### config.mk
export PLATFORM = sky130hd
export DESIGN_NAME = mmpc_mulmod
export DESIGN_NICKNAME = d
export VERILOG_FILES = /design/src/sv/mmpc_pkg.sv /design/src/sv/mmpc_mulmod.sv
export SDC_FILE = /design/constraint.sdc
export NUM_CORES = 2
export LEC_CHECK = 0
export ABC_AREA = 1
export BUFFER_PORTS_ARGS = -buffer_cell sky130_fd_sc_hd__buf_2
export CAP_MARGIN = 20
export CORE_UTILIZATION = 30
export DETAILED_ROUTE_END_ITERATION = 8
export MAX_ROUTING_LAYER = met4
export PLACE_DENSITY = 0.45
export SYNTH_ARGS = -nofsm -noshare
export SYNTH_HDL_FRONTEND = slang
export SYNTH_SLANG_ARGS = --single-unit
### constraint.sdc
create_clock -name clk -period 8.5 [get_ports clk]
set_input_delay 1.7 -clock clk [delete_from_list [all_inputs] [get_ports clk]]
set_output_delay 1.7 -clock clk [all_outputs]
set_load 0.1 [all_outputs]
### src/sv/mmpc_pkg.sv
// Package of constants, types and the transition matrix of the walk counter.
package mmpc_pkg;

	localparam int ExpBits  = 31;
	localparam int DataW    = 30;
	localparam int Dim      = 6;
	localparam int IdxW     = 3;
	localparam int BankW    = 2;
	localparam int NumBanks = 3;
	localparam int AddrW    = BankW + 2 * IdxW;
	localparam int MemDepth = NumBanks << (2 * IdxW);
	localparam int ProdW    = 2 * DataW;
	localparam int MuW      = DataW + 1;
	localparam int RemW     = 32;

	// Barrett reduction shifts for a modulus between 2^29 and 2^30.
	localparam int BarShiftIn  = DataW - 1;
	localparam int BarShiftOut = DataW + 1;

	localparam logic [DataW-1:0] PrimeMod  = 30'd1000000007;
	localparam logic [RemW-1:0]  PrimeMod2 = 32'd2000000014;
	localparam logic [MuW-1:0]   BarrettMu = MuW'((64'd1 << ProdW) / 64'd1000000007);

	localparam logic [IdxW-1:0] IdxLast = IdxW'(Dim - 1);
	localparam logic [IdxW-1:0] IdxZero = IdxW'(0);

	// Banks that hold the accumulated power, the running square and the spare.
	localparam logic [BankW-1:0] InitBankA = 2'd0;
	localparam logic [BankW-1:0] InitBankS = 2'd1;
	localparam logic [BankW-1:0] InitBankF = 2'd2;

	// Transition matrix, one row per entry, bit c holds column c.
	localparam logic [Dim-1:0] TransRows [Dim] = '{
		6'b000111,
		6'b000001,
		6'b000010,
		6'b111111,
		6'b001000,
		6'b010000
	};

	typedef enum logic [2:0] {
		ST_IDLE,
		ST_INIT,
		ST_NEXT,
		ST_MUL,
		ST_DRAIN,
		ST_SUM,
		ST_SUM_DRAIN,
		ST_OUT
	} seq_state_t;

	typedef enum logic {
		OP_ACC,
		OP_SQR
	} mat_op_t;

	typedef struct packed {
		logic             last;
		logic             to_out;
		logic [AddrW-1:0] waddr;
	} mm_tag_t;

	typedef struct packed {
		logic             vld;
		logic [DataW-1:0] a;
		logic [DataW-1:0] b;
		mm_tag_t          tag;
	} mm_in_t;

	typedef struct packed {
		logic             vld;
		logic [DataW-1:0] res;
		mm_tag_t          tag;
	} mm_out_t;

	typedef struct packed {
		logic [AddrW-1:0] raddr0;
		logic [AddrW-1:0] raddr1;
		logic             we;
		logic [AddrW-1:0] waddr;
		logic [DataW-1:0] wdata;
	} ram_req_t;

endpackage

### src/sv/mmpc_mulmod.sv
// Pipelined modular multiplier: product, Barrett estimate, correction.
module mmpc_mulmod import mmpc_pkg::*; (
	input  logic    clk,
	input  logic    arst_n,
	input  mm_in_t  op,
	output mm_out_t res,
	output logic    busy
);

	logic [ProdW-1:0]     prod_s1;
	logic                 vld_s1;
	mm_tag_t              tag_s1;

	logic [MuW-1:0]       qhat_s2;
	logic [RemW-1:0]      plo_s2;
	logic                 vld_s2;
	mm_tag_t              tag_s2;

	logic [RemW-1:0]      qp_s3;
	logic [RemW-1:0]      plo_s3;
	logic                 vld_s3;
	mm_tag_t              tag_s3;

	logic [DataW-1:0]     res_s4;
	logic                 vld_s4;
	mm_tag_t              tag_s4;

	logic [2*MuW-1:0]     est_full;
	logic [MuW+DataW-1:0] qp_full;
	logic [RemW-1:0]      rem_raw;
	logic [RemW-1:0]      rem_fix;

	// Quotient estimate from the top bits of the product.
	assign est_full = (2 * MuW)'(prod_s1[ProdW-1:BarShiftIn]) * (2 * MuW)'(BarrettMu);

	// Estimated quotient times the modulus, low bits only.
	assign qp_full = (MuW + DataW)'(qhat_s2) * (MuW + DataW)'(PrimeMod);

	// The estimate is at most two short, so the remainder is below three moduli.
	always_comb begin
		rem_raw = plo_s3 - qp_s3;
		if (rem_raw >= PrimeMod2) begin
			rem_fix = rem_raw - PrimeMod2;
		end else if (rem_raw >= RemW'(PrimeMod)) begin
			rem_fix = rem_raw - RemW'(PrimeMod);
		end else begin
			rem_fix = rem_raw;
		end
	end

	// Valid flags travel alongside the data.
	always_ff @(posedge clk or negedge arst_n) begin
		if (!arst_n) begin
			vld_s1 <= 1'b0;
			vld_s2 <= 1'b0;
			vld_s3 <= 1'b0;
			vld_s4 <= 1'b0;
		end else begin
			vld_s1 <= op.vld;
			vld_s2 <= vld_s1;
			vld_s3 <= vld_s2;
			vld_s4 <= vld_s3;
		end
	end

	// Data stages.
	always_ff @(posedge clk) begin
		prod_s1 <= ProdW'(op.a) * ProdW'(op.b);
		tag_s1  <= op.tag;
		qhat_s2 <= est_full[2*MuW-1:BarShiftOut];
		plo_s2  <= prod_s1[RemW-1:0];
		tag_s2  <= tag_s1;
		qp_s3   <= qp_full[RemW-1:0];
		plo_s3  <= plo_s2;
		tag_s3  <= tag_s2;
		res_s4  <= rem_fix[DataW-1:0];
		tag_s4  <= tag_s3;
	end

	assign res.vld = vld_s4;
	assign res.res = res_s4;
	assign res.tag = tag_s4;
	assign busy    = vld_s1 | vld_s2 | vld_s3 | vld_s4;

endmodule

======== Yosys cells after proc, flatten, opt, wreduce, memory -nomap -nowiden ========
Index checks and enable logic that the tools add are counted.
storage, ports and cells
  output and inout bits ................... 42
  flip-flop bits (word level) ............. 261
  input bits .............................. 73
cells by class
  magnitude comparators ................... 2
  bitwise logic cells ..................... 3
  multiply operators ...................... 3
  mux-type cells .......................... 2
  add/sub/neg operators ................... 3
operators with widths
  operator                                                                                count
  30-bit by 30-bit multiplier with 60-bit output                                          1
  30-bit two-way mux                                                                      2
  30-bit subtractor (second input constant)                                               2
  31-bit by 28-bit multiplier with 59-bit output (second input constant)                  1
  32-bit by 30-bit greater-or-equal comparator with 1-bit output (second input constant)  1
  32-bit by 31-bit greater-or-equal comparator with 1-bit output (second input constant)  1
  31-bit by 30-bit multiplier with 32-bit output (second input constant)                  1
  32-bit subtractor                                                                       1
  1-bit OR                                                                                3

======== Depth between registers and ports, before layout ========
  depth in word-level cells ............... 4
  gate-level depth with buffers ........... 33
  gate-level depth less buffers ........... 32

======== Least setup slack after synthesis ========
OpenSTA, ideal clock, no wires.
  path type ............................... input-to-reg
  from .................................... in op[14] (netlist bit)
  to ...................................... reg prod_s1[45]
  cell stages on the path ................. 28
  data required time ...................... 8388 ps
  arrival time ............................ 8219 ps
  setup slack ............................. 168 ps
  path buffers ............................ 1
  path through ............................ clkbuf_1 > nand2_1 > inv_1 > fa_1 > fa_1 > fa_1 > inv_1 > fa_1 > inv_1 > fa_1 > inv_1 > fa_1 > inv_1 > fa_1 > inv_1 > fa_1 > inv_1 > ha_1 > nand2_1 > nor2_1 > nand4_1 > o311ai_0 > a21o_1 > a21boi_0 > o21ai_0 > nand2_1 > nand3_1 > nand2_1
between the ends
  longest elaborated chain between the ends .. 1
ends and longest elaborated chain
  element                                         line               text
  start: declaration                              mmpc_mulmod.sv:5   input mm_in_t op,
  30-bit by 30-bit multiplier with 60-bit output  mmpc_mulmod.sv:68  prod_s1 <= ProdW'(op.a) * ProdW'(op.b);
  end signal: assignment                          mmpc_mulmod.sv:68
  end: declaration                                mmpc_mulmod.sv:10  logic [ProdW-1:0] prod_s1;
No other way between the ends.

======== Final worst setup path ========
  from .................................... in op[53] (netlist bit)
  to ...................................... reg prod_s1[55]
Same word-level chain as after synthesis.

==> impl_summary.md <==
Floorplan
The die extent in x is 458 um. The vertical die dimension is 458 um. The starting density of the core is 30.2%.

115 I/O pins were placed. The die covers 210000 um2. Row generation in the floorplan step produced 167 rows. The core area is 207000 um2.

GRT
The number of global-route vias before repair is 50847. The overall fraction of global-route tracks in use is 18.7%. The first global-routing pass estimated 297000 um of wire. The pin count of the biggest net entering global routing is 52. The total congestion overflow is 0.

The initial antenna violation count is 10.

Yosys
The number of flip-flops and latches in the synthesized netlist is 261. Of the post-synthesis cell area, the dominant cell type holds 39.2%. The synthesized instance count is 7658. The async set-or-reset flop fraction in the synthesized netlist is 1.53%. The total nets after synthesis is 9751.

By area the synthesized netlist is led by sky130_fd_sc_hd__fa_1 (39%), sky130_fd_sc_hd__ha_1 (16%), sky130_fd_sc_hd__inv_1 (14%). Summing every instance area after synthesis gives 62400 um2. Yosys instantiated no cell more often than sky130_fd_sc_hd__inv_1. Sequential elements use 8.40% of the synthesized area. The total number of yosys warnings is 0.

The synthesized area per cell is 8.15 um2. Summed over all instances, the cell type with the most area after synthesis is sky130_fd_sc_hd__fa_1. The number of enable-type register cells in the synthesized netlist is 0. The commonest cells after synthesis are sky130_fd_sc_hd__inv_1 (2299), sky130_fd_sc_hd__nand2_1 (1627), sky130_fd_sc_hd__fa_1 (1224), sky130_fd_sc_hd__ha_1 (796), sky130_fd_sc_hd__nor2_1 (279). The most used flip-flop cell after synthesis is sky130_fd_sc_hd__dfxtp_1. The netlist uses 50 different library cells.

Timing
The maximum clock frequency is 122 MHz. The max-slew headroom at the worst pin is 38.7%. Setup violations remaining at the end of the flow were counted as 0. The number of slew-limit violations in the final report is 0. The clock period minus worst slack is 8.20 ns.

Setup repair after global routing left no endpoint under its margin. The ratio of final minimum period to clock period is 96.5%. For the pin with the worst max-slew slack, the measured transition is 0.919 ns. The final clock skew is 0.0242 ns. The total count of hold-check failures in the final report is 0.

Setup path
STA classifies the critical path endpoint as a flip-flop. The maximum fanout along the worst path is 8. The worst-case register-to-register setup slack is 1.31 ns. In this run the critical register-to-register path is captured at qp_s3[30].

For the worst setup path, the data required time is 8.98 ns. Counting stages on the worst path, the most repeated cell is sky130_fd_sc_hd__fa_1. Grouping stages by cell kind, the critical path spends the most delay in adder cells. STA classifies the critical path startpoint as an input port. The worst register-to-register path begins at qhat_s2[7]. The logic depth of the worst setup path including buffers is 27. The endpoint arrival time on the critical path is 8.68 ns. The largest individual stage delay along the critical path comes from the cell sky130_fd_sc_hd__fa_1.

The number of cells traversed by the worst register-to-register path is 23. The classification of the worst setup path is input port to flip-flop. Counting both buffers and inverters, the worst setup path holds a total of 7. The delay contributed by the slowest stage of the critical path is 0.57 ns.

Placement
Once placement completed, the tool counted placed cells totaling 10653. After legalization and detailed placement, the total HPWL measured 168000 um. Once placement finished, the instance area stood at 68600 um2.

At the end of routability-driven placement, the weighted congestion stood at 0.918. In this run the tool buffered the top-level ports with 114 buffer cells.

Clocking
The number of buffers added by the clock tree synthesis step is 30. TritonCTS built the clock tree. The clock-pin slew on the worst setup and hold paths is 0.07 ns. The clock passes through at most 3 buffers. The clock net in this run drives a total of 261 sinks. The number of H-tree levels is 1. The root cell of the clock tree is sky130_fd_sc_hd__clkbuf_16. The later pin in the worst-skew pair is clocked with a latency of 0.61 ns.

Hold path
The critical hold path startpoint is plo_s2[4]. The number of cells on the worst hold path is 0. The path class of the lowest-slack min-delay path is flip-flop to flip-flop. The worst min-delay path endpoint is plo_s3[4].

Route
In the final routed layout, each cell accounts on average for 17.4 um. The total number of vias is 47203. After detailed routing, the total wire length is 186000 um.

The initial DRC count is 2346. The number of nets with antenna violations after routing is 0. For this run, design rule violations remaining after detail routing come to 0. Before antenna repair, the detailed router went through 5 iterations.

The via density per instance is 4.40.

Layout
The final net count is 10075. The number of fill cells in the layout is 21995. The final non-filler cell area is 69700 um2. The share of cells above drive strength 1 is 7.79%. After the flow finishes, the layout carries non-filler instances totaling 10716. The area growth from synthesis to layout is 11.6%.

Outcome
The run finished with clean final reports.

Job
Max-cap violations in this run came to 0.
==> cells by family after synthesis <==
logic type	share of synthesized area (%)
AOI/OAI and AO/OA	4.33
xor gates and xnor gates	2.63
adders and majority gates	55.2
buffers and inverters	15.1
DFF	8.40
and+or+nand+nor	14.3
==> placed cells by master, fill, tap and decap left out, types with 6 or more instances in the layout <==
cell,instances
sky130_fd_sc_hd__diode_2,6
sky130_fd_sc_hd__fa_1,1224
sky130_fd_sc_hd__a21oi_1,221
sky130_fd_sc_hd__nand2_1,1627
sky130_fd_sc_hd__inv_6,8
sky130_fd_sc_hd__buf_4,352
sky130_fd_sc_hd__nor3_1,22
sky130_fd_sc_hd__buf_12,18
sky130_fd_sc_hd__o21ai_1,25
sky130_fd_sc_hd__a21o_1,11
sky130_fd_sc_hd__o21a_1,16
sky130_fd_sc_hd__xor2_1,112
sky130_fd_sc_hd__a21boi_0,10
sky130_fd_sc_hd__inv_1,2299
sky130_fd_sc_hd__inv_2,12
sky130_fd_sc_hd__nand4_1,46
sky130_fd_sc_hd__dfxtp_1,257
sky130_fd_sc_hd__nand3_1,131
sky130_fd_sc_hd__a31oi_1,41
sky130_fd_sc_hd__xnor2_1,72
sky130_fd_sc_hd__nor2_2,17
sky130_fd_sc_hd__buf_2,109
sky130_fd_sc_hd__o211ai_1,7
sky130_fd_sc_hd__nor2_1,279
sky130_fd_sc_hd__ha_1,796
sky130_fd_sc_hd__nor4_1,10
sky130_fd_sc_hd__nand3_2,7
sky130_fd_sc_hd__nand2_2,32
sky130_fd_sc_hd__o21ai_0,115
sky130_fd_sc_hd__clkbuf_16,30
sky130_fd_sc_hd__o21bai_1,14
sky130_fd_sc_hd__and2_1,6
==> per-layer routing <==
layer	GRT usage, %	part of all wire (%)	vias up
li1	-	-	22928
met2	30.9	47	689
met1	25.5	48	23466
met4	2.72	1.5	0
met5	-	0	-
met3	1.25	3.1	120
==> how the worst max path moves through the flow <==
| stage | start | endpoint | slack, ns |
|---|---|---|---|
| 5_1_grt | op[19] | prod_s1[59] | 0.005 |
| 6_report | op[53] | prod_s1[55] | 0.30 |
| 2_1_floorplan | op[14] | prod_s1[45] | 0.17 |
| 3_5_place_dp | op[53] | prod_s1[49] | -0.47 |
| 3_3_place_gp | op[53] | prod_s1[49] | -0.44 |
| 4_1_cts | op[53] | prod_s1[49] | 0.17 |
==> stage by stage <==
stage / setup WS (ns) / TNS (ns) / hold WS [ns] / utilization, %
after floorplan: 0.168 / 0 / 0.310 / -
after global placement: -0.438 / -4.09 / 0.310 / 33.2
after detailed placement: -0.471 / -5.13 / 0.312 / 33.2
after CTS: 0.168 / 0 / 0.321 / 33.7
after global routing: 0.00535 / 0 / 0.326 / 33.7
final: 0.302 / 0 / 0.318 / 33.7
==> cell type report <==
| class | count | area (um2) | share of cell area (%) |
|---|---|---|---|
| diodes | 6 | 15.0 | 0.0215 |
| clock buffers | 36 | 813 | 1.17 |
| clock inverters | 20 | 206 | 0.296 |
| inverters | 2313 | 8680 | 12.5 |
| multi-input cells | 4891 | 47700 | 68.5 |
| flip-flops and latches | 261 | 5250 | 7.53 |
| well taps | 2704 | 3380 | 4.86 |
| repair buffers | 485 | 3590 | 5.15 |
==> sequential cells by signal (all words and copies together), names as in the netlist <==
name,count
res_s4,30
vld_s4,1
qhat_s2,31
tag_s3,10
vld_s3,1
prod_s1,60
tag_s1,10
vld_s2,1
tag_s2,10
plo_s3,32
qp_s3,32
res,10
plo_s2,32
vld_s1,1
==> what timing repair did <==
item / 4_1_cts / 5_1_grt
gates resized for setup: 0 / 8
hold buffers: 0 / 0
endpoints found under the setup margin: 0 / 8
setup buffers: 0 / 0
Power is not shown: default switching activity piles up to over one toggle a cycle in this logic, so the estimate is an artifact.
