===== src/sv/mmpc_pkg.sv =====
// Package of constants, types and the transition matrix of the walk counter.
package mmpc_pkg;

	localparam int ExpBits  = 31;
	localparam int DataW    = 30;
	localparam int Dim      = 6;
	localparam int IdxW     = 3;
	localparam int BankW    = 2;
	localparam int NumBanks = 3;
	localparam int AddrW    = BankW + 2 * IdxW;
	localparam int MemDepth = NumBanks << (2 * IdxW);
	localparam int ProdW    = 2 * DataW;
	localparam int MuW      = DataW + 1;
	localparam int RemW     = 32;

	// Barrett reduction shifts for a modulus between 2^29 and 2^30.
	localparam int BarShiftIn  = DataW - 1;
	localparam int BarShiftOut = DataW + 1;

	localparam logic [DataW-1:0] PrimeMod  = 30'd1000000007;
	localparam logic [RemW-1:0]  PrimeMod2 = 32'd2000000014;
	localparam logic [MuW-1:0]   BarrettMu = MuW'((64'd1 << ProdW) / 64'd1000000007);

	localparam logic [IdxW-1:0] IdxLast = IdxW'(Dim - 1);
	localparam logic [IdxW-1:0] IdxZero = IdxW'(0);

	// Banks that hold the accumulated power, the running square and the spare.
	localparam logic [BankW-1:0] InitBankA = 2'd0;
	localparam logic [BankW-1:0] InitBankS = 2'd1;
	localparam logic [BankW-1:0] InitBankF = 2'd2;

	// Transition matrix, one row per entry, bit c holds column c.
	localparam logic [Dim-1:0] TransRows [Dim] = '{
		6'b000111,
		6'b000001,
		6'b000010,
		6'b111111,
		6'b001000,
		6'b010000
	};

	typedef enum logic [2:0] {
		ST_IDLE,
		ST_INIT,
		ST_NEXT,
		ST_MUL,
		ST_DRAIN,
		ST_SUM,
		ST_SUM_DRAIN,
		ST_OUT
	} seq_state_t;

	typedef enum logic {
		OP_ACC,
		OP_SQR
	} mat_op_t;

	typedef struct packed {
		logic             last;
		logic             to_out;
		logic [AddrW-1:0] waddr;
	} mm_tag_t;

	typedef struct packed {
		logic             vld;
		logic [DataW-1:0] a;
		logic [DataW-1:0] b;
		mm_tag_t          tag;
	} mm_in_t;

	typedef struct packed {
		logic             vld;
		logic [DataW-1:0] res;
		mm_tag_t          tag;
	} mm_out_t;

	typedef struct packed {
		logic [AddrW-1:0] raddr0;
		logic [AddrW-1:0] raddr1;
		logic             we;
		logic [AddrW-1:0] waddr;
		logic [DataW-1:0] wdata;
	} ram_req_t;

endpackage


===== src/sv/mmpc_seq.sv =====
// Sequencer: loads the start matrices, runs square-and-multiply, sums a column.
module mmpc_seq import mmpc_pkg::*; (
	input  logic               clk,
	input  logic               arst_n,
	input  logic               in_valid,
	output logic               in_ready,
	input  logic [ExpBits-1:0] exponent,
	output logic               out_valid,
	input  logic               out_ready,
	output logic [DataW-1:0]   walk_count,
	output ram_req_t           ram_req,
	input  logic [DataW-1:0]   rdata0,
	input  logic [DataW-1:0]   rdata1,
	output mm_in_t             mm_op,
	input  mm_out_t            mm_res,
	input  logic               mm_busy
);

	seq_state_t         state_q;
	seq_state_t         state_d;
	logic [ExpBits-1:0] exp_q;
	logic               a_done_q;
	mat_op_t            op_q;
	logic [BankW-1:0]   a_bank_q;
	logic [BankW-1:0]   s_bank_q;
	logic [BankW-1:0]   f_bank_q;
	logic [IdxW-1:0]    r_q;
	logic [IdxW-1:0]    c_q;
	logic [IdxW-1:0]    k_q;
	logic               init_sel_q;
	logic               rd_vld_s1;
	mm_tag_t            rd_tag_s1;
	logic               rd_sum_s1;
	logic [DataW-1:0]   acc_q;
	logic [DataW-1:0]   sum_q;
	logic               out_valid_q;
	logic [DataW-1:0]   out_data_q;

	logic               r_last;
	logic               c_last;
	logic               k_last;
	logic               busy;
	logic               out_free;
	logic               issue;
	logic               issue_sum;
	mm_tag_t            issue_tag;
	logic [DataW:0]     acc_sum;
	logic [DataW-1:0]   acc_red;
	logic [BankW-1:0]   x_bank;

	assign r_last   = (r_q == IdxLast);
	assign c_last   = (c_q == IdxLast);
	assign k_last   = (k_q == IdxLast);
	assign busy     = rd_vld_s1 | mm_busy;
	assign out_free = !out_valid_q || out_ready;
	assign x_bank   = (op_q == OP_ACC) ? a_bank_q : s_bank_q;

	// Next state.
	always_comb begin
		state_d = state_q;
		case (state_q)
			ST_IDLE: begin
				if (in_valid) begin
					state_d = ST_INIT;
				end
			end
			ST_INIT: begin
				if (init_sel_q && r_last && c_last) begin
					state_d = ST_NEXT;
				end
			end
			ST_NEXT: begin
				if (exp_q == '0) begin
					state_d = ST_SUM;
				end else if ((exp_q[0] && !a_done_q) || ((exp_q >> 1) != '0)) begin
					state_d = ST_MUL;
				end
			end
			ST_MUL: begin
				if (r_last && c_last && k_last) begin
					state_d = ST_DRAIN;
				end
			end
			ST_DRAIN: begin
				if (!busy) begin
					state_d = ST_NEXT;
				end
			end
			ST_SUM: begin
				if (r_last) begin
					state_d = ST_SUM_DRAIN;
				end
			end
			ST_SUM_DRAIN: begin
				if (!busy) begin
					state_d = ST_OUT;
				end
			end
			ST_OUT: begin
				if (out_free) begin
					state_d = ST_IDLE;
				end
			end
			default: begin
				state_d = ST_IDLE;
			end
		endcase
	end

	// Running sum of one entry, reduced after each term.
	always_comb begin
		acc_sum = {1'b0, acc_q} + {1'b0, mm_res.res};
		if (acc_sum >= {1'b0, PrimeMod}) begin
			acc_red = DataW'(acc_sum - {1'b0, PrimeMod});
		end else begin
			acc_red = acc_sum[DataW-1:0];
		end
	end

	// Memory requests and operand issue for the current state.
	always_comb begin
		issue            = 1'b0;
		issue_sum        = 1'b0;
		issue_tag.last   = k_last;
		issue_tag.to_out = 1'b0;
		issue_tag.waddr  = {f_bank_q, r_q, c_q};
		ram_req.raddr0   = {x_bank, r_q, k_q};
		ram_req.raddr1   = {s_bank_q, k_q, c_q};
		ram_req.we       = mm_res.vld && mm_res.tag.last && !mm_res.tag.to_out;
		ram_req.waddr    = mm_res.tag.waddr;
		ram_req.wdata    = acc_red;
		case (state_q)
			ST_INIT: begin
				ram_req.we    = 1'b1;
				ram_req.waddr = {init_sel_q ? s_bank_q : a_bank_q, r_q, c_q};
				if (init_sel_q) begin
					ram_req.wdata = DataW'(TransRows[r_q][c_q]);
				end else begin
					ram_req.wdata = DataW'(r_q == c_q);
				end
			end
			ST_MUL: begin
				issue = 1'b1;
			end
			ST_SUM: begin
				issue            = 1'b1;
				issue_sum        = 1'b1;
				issue_tag.last   = r_last;
				issue_tag.to_out = 1'b1;
				ram_req.raddr0   = {a_bank_q, r_q, IdxZero};
			end
			default: begin
				issue = 1'b0;
			end
		endcase
	end

	// Operands reach the multiplier in the cycle after the read request.
	assign mm_op.vld = rd_vld_s1;
	assign mm_op.a   = rdata0;
	assign mm_op.b   = rd_sum_s1 ? DataW'(1) : rdata1;
	assign mm_op.tag = rd_tag_s1;

	// Sequencer registers.
	always_ff @(posedge clk or negedge arst_n) begin
		if (!arst_n) begin
			state_q    <= ST_IDLE;
			exp_q      <= '0;
			a_done_q   <= 1'b0;
			op_q       <= OP_ACC;
			a_bank_q   <= InitBankA;
			s_bank_q   <= InitBankS;
			f_bank_q   <= InitBankF;
			r_q        <= '0;
			c_q        <= '0;
			k_q        <= '0;
			init_sel_q <= 1'b0;
		end else begin
			state_q <= state_d;
			case (state_q)
				ST_IDLE: begin
					if (in_valid) begin
						exp_q      <= exponent;
						a_done_q   <= 1'b0;
						a_bank_q   <= InitBankA;
						s_bank_q   <= InitBankS;
						f_bank_q   <= InitBankF;
						r_q        <= '0;
						c_q        <= '0;
						k_q        <= '0;
						init_sel_q <= 1'b0;
					end
				end
				ST_INIT: begin
					c_q <= c_last ? '0 : c_q + 1'b1;
					if (c_last) begin
						r_q <= r_last ? '0 : r_q + 1'b1;
						if (r_last) begin
							init_sel_q <= 1'b1;
						end
					end
				end
				ST_NEXT: begin
					if (exp_q[0] && !a_done_q) begin
						op_q <= OP_ACC;
					end else begin
						op_q <= OP_SQR;
						// Top bit reached: the last square is never used.
						if ((exp_q >> 1) == '0) begin
							exp_q    <= exp_q >> 1;
							a_done_q <= 1'b0;
						end
					end
				end
				ST_MUL: begin
					k_q <= k_last ? '0 : k_q + 1'b1;
					if (k_last) begin
						c_q <= c_last ? '0 : c_q + 1'b1;
						if (c_last) begin
							r_q <= r_last ? '0 : r_q + 1'b1;
						end
					end
				end
				ST_DRAIN: begin
					if (!busy) begin
						f_bank_q <= x_bank;
						if (op_q == OP_ACC) begin
							a_bank_q <= f_bank_q;
							a_done_q <= 1'b1;
						end else begin
							s_bank_q <= f_bank_q;
							exp_q    <= exp_q >> 1;
							a_done_q <= 1'b0;
						end
					end
				end
				ST_SUM: begin
					r_q <= r_last ? '0 : r_q + 1'b1;
				end
				default: begin
					r_q <= r_q;
				end
			endcase
		end
	end

	// Read-stage tracking, entry accumulator and result word.
	always_ff @(posedge clk or negedge arst_n) begin
		if (!arst_n) begin
			rd_vld_s1   <= 1'b0;
			rd_sum_s1   <= 1'b0;
			rd_tag_s1   <= '0;
			acc_q       <= '0;
			sum_q       <= '0;
			out_valid_q <= 1'b0;
			out_data_q  <= '0;
		end else begin
			rd_vld_s1 <= issue;
			rd_sum_s1 <= issue_sum;
			rd_tag_s1 <= issue_tag;
			if (mm_res.vld) begin
				if (mm_res.tag.last) begin
					acc_q <= '0;
					if (mm_res.tag.to_out) begin
						sum_q <= acc_red;
					end
				end else begin
					acc_q <= acc_red;
				end
			end
			if (state_q == ST_OUT && out_free) begin
				out_valid_q <= 1'b1;
				out_data_q  <= sum_q;
			end else if (out_ready) begin
				out_valid_q <= 1'b0;
			end
		end
	end

	assign in_ready   = (state_q == ST_IDLE);
	assign out_valid  = out_valid_q;
	assign walk_count = out_data_q;

endmodule


===== config.mk =====
export PLATFORM = sky130hd
export DESIGN_NAME = mmpc_seq
export DESIGN_NICKNAME = d
export VERILOG_FILES = /design/src/sv/mmpc_pkg.sv /design/src/sv/mmpc_seq.sv
export SDC_FILE = /design/constraint.sdc
export NUM_CORES = 1
export LEC_CHECK = 0
export CORE_MARGIN = 5
export CORE_UTILIZATION = 65
export CTS_BUF_LIST = sky130_fd_sc_hd__clkbuf_16
export DETAILED_ROUTE_END_ITERATION = 12
export DONT_BUFFER_PORTS = 1
export PLACE_DENSITY = 0.8
export SLEW_MARGIN = 30
export SYNTH_ARGS = -nofsm -noshare
export SYNTH_HDL_FRONTEND = slang
export SYNTH_SLANG_ARGS = --single-unit

===== constraint.sdc =====
create_clock -name clk -period 6.71 [get_ports clk]
set_input_delay 1.0065 -clock clk [delete_from_list [all_inputs] [get_ports clk]]
set_output_delay 1.0065 -clock clk [all_outputs]
set_load 0.03 [all_outputs]

# Yosys cells after proc, flatten, opt, wreduce, memory -nomap -nowiden
# Memory sizes are Yosys's and may differ from the RTL's.
# Index checks and enable logic that the tools add are counted.
# word_totals
ff_bits	155
romBits	48
in_bits	137
output_inout_bits	158
memories	1
# classes
add_sub_neg	5
n_lt_le_gt_ge	3
eq_ne	26
mux	64
n_bitwise	2
n_reduce_logical	36
# mem_list
memory	depth	word_bits	rd	rd_ports_with_merged_regs	wr	line_no	rtl
(name not given)	8	6	1	0	0	mmpc_seq.sv:137	ram_req.wdata = DataW'(TransRows[r_q][c_q]);
# op_table
cell	count
2-to-1 mux 31 bit	5
case mux 31 bit (3 select lines)	1
2-to-1 mux 30 bit	3
zero test 31 bit	2
2-to-1 mux 3 bit	16
2-to-1 mux 39 bit	1
adder 30 x 30 -> 31 bit	1
>= comparator 31 x 30 -> 1 bit (second input constant)	1
nonzero test 31 bit	1
subtractor 30 bit (second input constant)	1
!= test 2 bit (second input constant)	14
case mux 3 bit (8 select lines)	1
2-to-1 mux 2 bit	11
== test 3 bit (second input constant)	7
2-to-1 mux 1 bit	14
2-to-1 mux 6 bit	2
case mux 2 bit (2 select lines)	3
case mux 3 bit (4 select lines)	1
AND reduction 3 bit	4
AND reduction 4 bit	3
adder 3 x 1 -> 3 bit (second input constant)	3
case mux 3 bit (3 select lines)	1
logical AND 1 bit	8
2-to-1 mux 8 bit	1
other kinds (23)	31

# Depth between registers and ports, before layout
# logic_depth
depth_word	8
depth_mapped	17
mapped_depth_nobuf	14

# Worst setup path after synthesis
# Ideal clock, no wire load.
# synth_timing
path_type	in2out
from	input port mm_res[14] in the netlist's numbering
to	output port ram_req[29] in the netlist's numbering
t_arrival_ps	4888
required_time_ps	5704
slack_ps	815
cell_stages	15
path_buffers	3
path_cell_list	ha_1 buf_6 and2_4 a221o_1 or3_4 a22oi_4 nand4b_1 or4_1 and3_4 o2111ai_4 and3_1 buf_2 buf_6 a31oi_2 nor3_1
# synth_rtl
element	line_no	rtl
from (decl)	mmpc_seq.sv:15	input mm_out_t mm_res,
to (decl)	mmpc_seq.sv:11	output ram_req_t ram_req,

==> reports/results.ini <==
[yosys]
synth-seq-cells=154
yosysUniqueCellTypes=84
seq_area_frac_synth_pct=36.76
synth_area_um2=10490
async_flop_share_pct=100.0
synth_nets=1360
yosys_warnings=0
synth_ff_type=dfrtp_1
netlist_instances=1187
synth_edf_count=0
synth.avg_cell_area_um2=8.837

[setup_path]
path_class=in -> out
crit_family=simple AND/OR/NAND/NOR gates
critPathBufInv=2
critical_path.max_stage_delay_ns=0.57
worstPathMaxFanout=19
r2r-start=acc_q[0]
worstSetupStartpointType=input pin
arrival_ns=5.34
cp-startpoint=mm_res[10]
worstSetupEndpointType=primary output
cp_cell_sequence=ha_1 -> inv_1 -> fa_1 -> nor2b_1 -> o211a_1 -> o21ai_0 -> o211a_1 -> nor3_1 -> o21ai_0 -> or2_2 -> o2111ai_4 -> nand3_2 -> or4_1 -> a21oi_1 -> buf_4
slowest_stage=or4_1
critPathRequiredTime_ns=5.70
worst-r2r-setup-slack_ns=2.00

[cts]
cts_tree=yes
clock-sinks=154
cts_resized=0
cts-root-buf=clkbuf_16
clock_path_buffers=2
cts_buffers=17
cts-htree-levels=4
path_clk_slew_ns=0.06
hold_buffers=0
cts_setup_buffers=0
clk_latency_ns=0.42

[placed_design]
gp_routability_congestion=1.007
place_inst=1326
io_buffers=0
dp_hpwl_um=21750
pre_cts_slack_ns=0.4380

[run]
drv_cap=0

[final_layout]
final_util_pct=70.02
fin_nets=1302
drive_gt1_share_pct=10.96
antenna-diode-count=0
area_delta_synth_final_pct=6.036
stdcell_count=1357

[sta]
hold_viol=0
worst_slack_ns=0.3641
fin_crit_sh_pct=94.57
slew_viol_final=0
rsz0062_at_grt=no
min_period_ns=6.346
maxSlewHeadroom_pct=36.45
tns_ns=0
skew_ns=0.01007
worst_slew_pin_slew_ns=0.9513
finalSetupViolations=0
timing.hold.ws_ns=0.2791
fmax_mhz=157.6

[floorplan]
fp.dieArea_um2=18780
fp-row-count=46
start_util_pct=66.04
ios=295
core_um2=15890
die_y_um=137.0
chipWidth_um=137.0

[routing]
routed_wl_um=28850
via_per_inst=6.566
route.detailed.drc=0
wl_per_cell_um=21.26
drtAntennaViolNets=0
drt_first_pass_iters=6
via_count=8910
drt_iter0_drc=674

[pwr]
p_per_area_nw_per_um2=643.5
vdd_drop_max_mv=0.2955
leakagePower_uw=0.004920

[grt]
grt_use_met3_pct=6.434
first_global_vias=8178
overflow=0
grt_max_degree=155
use_met2_pct=52.13
antenna_found_initial=1
grt_pass1_wl_um=44060
grt_usage_pct=30.11
globalRouteMet1Util_pct=37.29
grt_busiest_layer=met2

[status]
status=completed

[min_path]
min_path_type=in -> async

==> through the flow <==
stage / instance area [um^2] / power [uW]
final: 11120 / 7158
after global placement: 10410 / 5934
after detailed placement: 10490 / 6068
after floorplan: 10490 / 5034
after CTS: 11120 / 7129
after global routing: 11120 / 7582
==> synthesized netlist by cell type, types with 14 or more instances <==
library cell	n	area, um^2
xnor2_1	17	148.9
a21oi_1	56	280.3
mux2i_1	38	380.4
xor2_1	18	157.7
nor3_1	21	105.1
dfrtp_1	152	3804
clkbuf_1	51	191.4
a31oi_1	15	93.84
mux2_2	43	484.2
nand2_1	128	480.5
o21ai_0	102	510.5
buf_4	38	285.3
nand4_1	24	150.1
a21o_1	18	135.1
and2_1	16	100.1
ha_1	35	437.9
inv_1	34	127.6
nor2_1	72	270.3
nand3_1	31	155.2
a211oi_1	14	105.1
or3_1	14	87.58
nor2b_1	32	200.2
==> cells by family (layout without fill, tap and decap cells) <==
kind of cell	Yosys count	count (layout)	synth area share (%)
AND/OR/NAND/NOR	412	412	19.85
flip-flops	154	154	36.76
AO/OA/AOI/OAI	328	328	21.00
multiplexers	82	82	8.456
buffers and inverters	140	94	6.643
adder cells (fa/ha/maj)	36	36	4.365
XOR/XNOR	35	35	2.922
==> sequential cells by signal (all words and copies together) (netlist names), 2 cells and up <==
register,flops
a_bank_q,2
acc_q,30
c_q,3
exp_q,31
f_bank_q,2
k_q,3
mm_op,9
r_q,3
s_bank_q,2
state_q,3
sum_q,30
walk_count,30
==> metal layers <==
| metal | routed length [um] | vias up |
|---|---|---|
| met2 | 14450 | 369 |
| met1 | 11400 | 4291 |
| met4 | 757 | 0 |
| met3 | 2237 | 48 |
| li1 | - | 4202 |
| met5 | 0 | - |
==> report_power, final <==
group	internal (uW)	leakage, uW	switching, uW	total (uW)
registers	1320	0.00195	679	2000
logic	1410	0.00266	2710	4130
clock network	654	0.000311	375	1030
total	3390	0.00492	3770	7160
==> layout make-up <==
class	instances	area [um^2]
clock inverter	14	203.9
inverter	34	127.6
timing repair buffer	29	277.8
sequential	154	3856
multi-input combinational	893	5962
fill	1229	4762
clock buffer	17	425.4
tap	216	270.3
==> worst paths after layout <==
kind                                to  cells after the start
min reg2reg                   mm_op[7]                      0
max                         ram_req[8]                     15
min                          exp_q[18]                      0
min in group clk              mm_op[7]                      0
max reg2reg                   sum_q[1]                     15
max in group asynchronous  f_bank_q[1]                      0
==> cell usage in the layout, fill, tap and decap left out, types with 5 or more instances in the layout <==
cell	count
dfrtp_1	152
o31ai_1	13
a21oi_1	56
nand2b_1	13
a211o_1	5
o22ai_1	10
or4_1	7
and4_1	7
nand4b_1	6
bufinv_16	5
o2111ai_1	7
xnor2_1	17
buf_4	26
and3_1	11
or2_2	6
a21o_1	18
xor2_1	18
ha_1	35
clkbuf_16	17
o21a_1	8
and2_1	15
nor2b_1	32
mux2i_1	38
nand3_1	31
nand2_1	128
nor2_1	71
o2bb2ai_1	13
mux2_2	43
nor4_1	10
or3_1	14
o21bai_1	5
a211oi_1	14
o21ai_0	102
a31oi_1	15
o211a_1	5
nor3_1	20
nand4_1	24
inv_1	36
o211ai_1	8
==> worst register-to-register path, delay by kind of cell (launching register included) <==
kind | cells | cell delay, ns
AOI/OAI and AO/OA | 6 | 1.64
adders and majority gates | 2 | 0.66
buffers and inverters | 2 | 0.34
DFF | 1 | 0.43
muxes | 1 | 0.38
and+or+nand+nor | 4 | 1.11
Note: power is estimated with default switching activity, not from simulation.
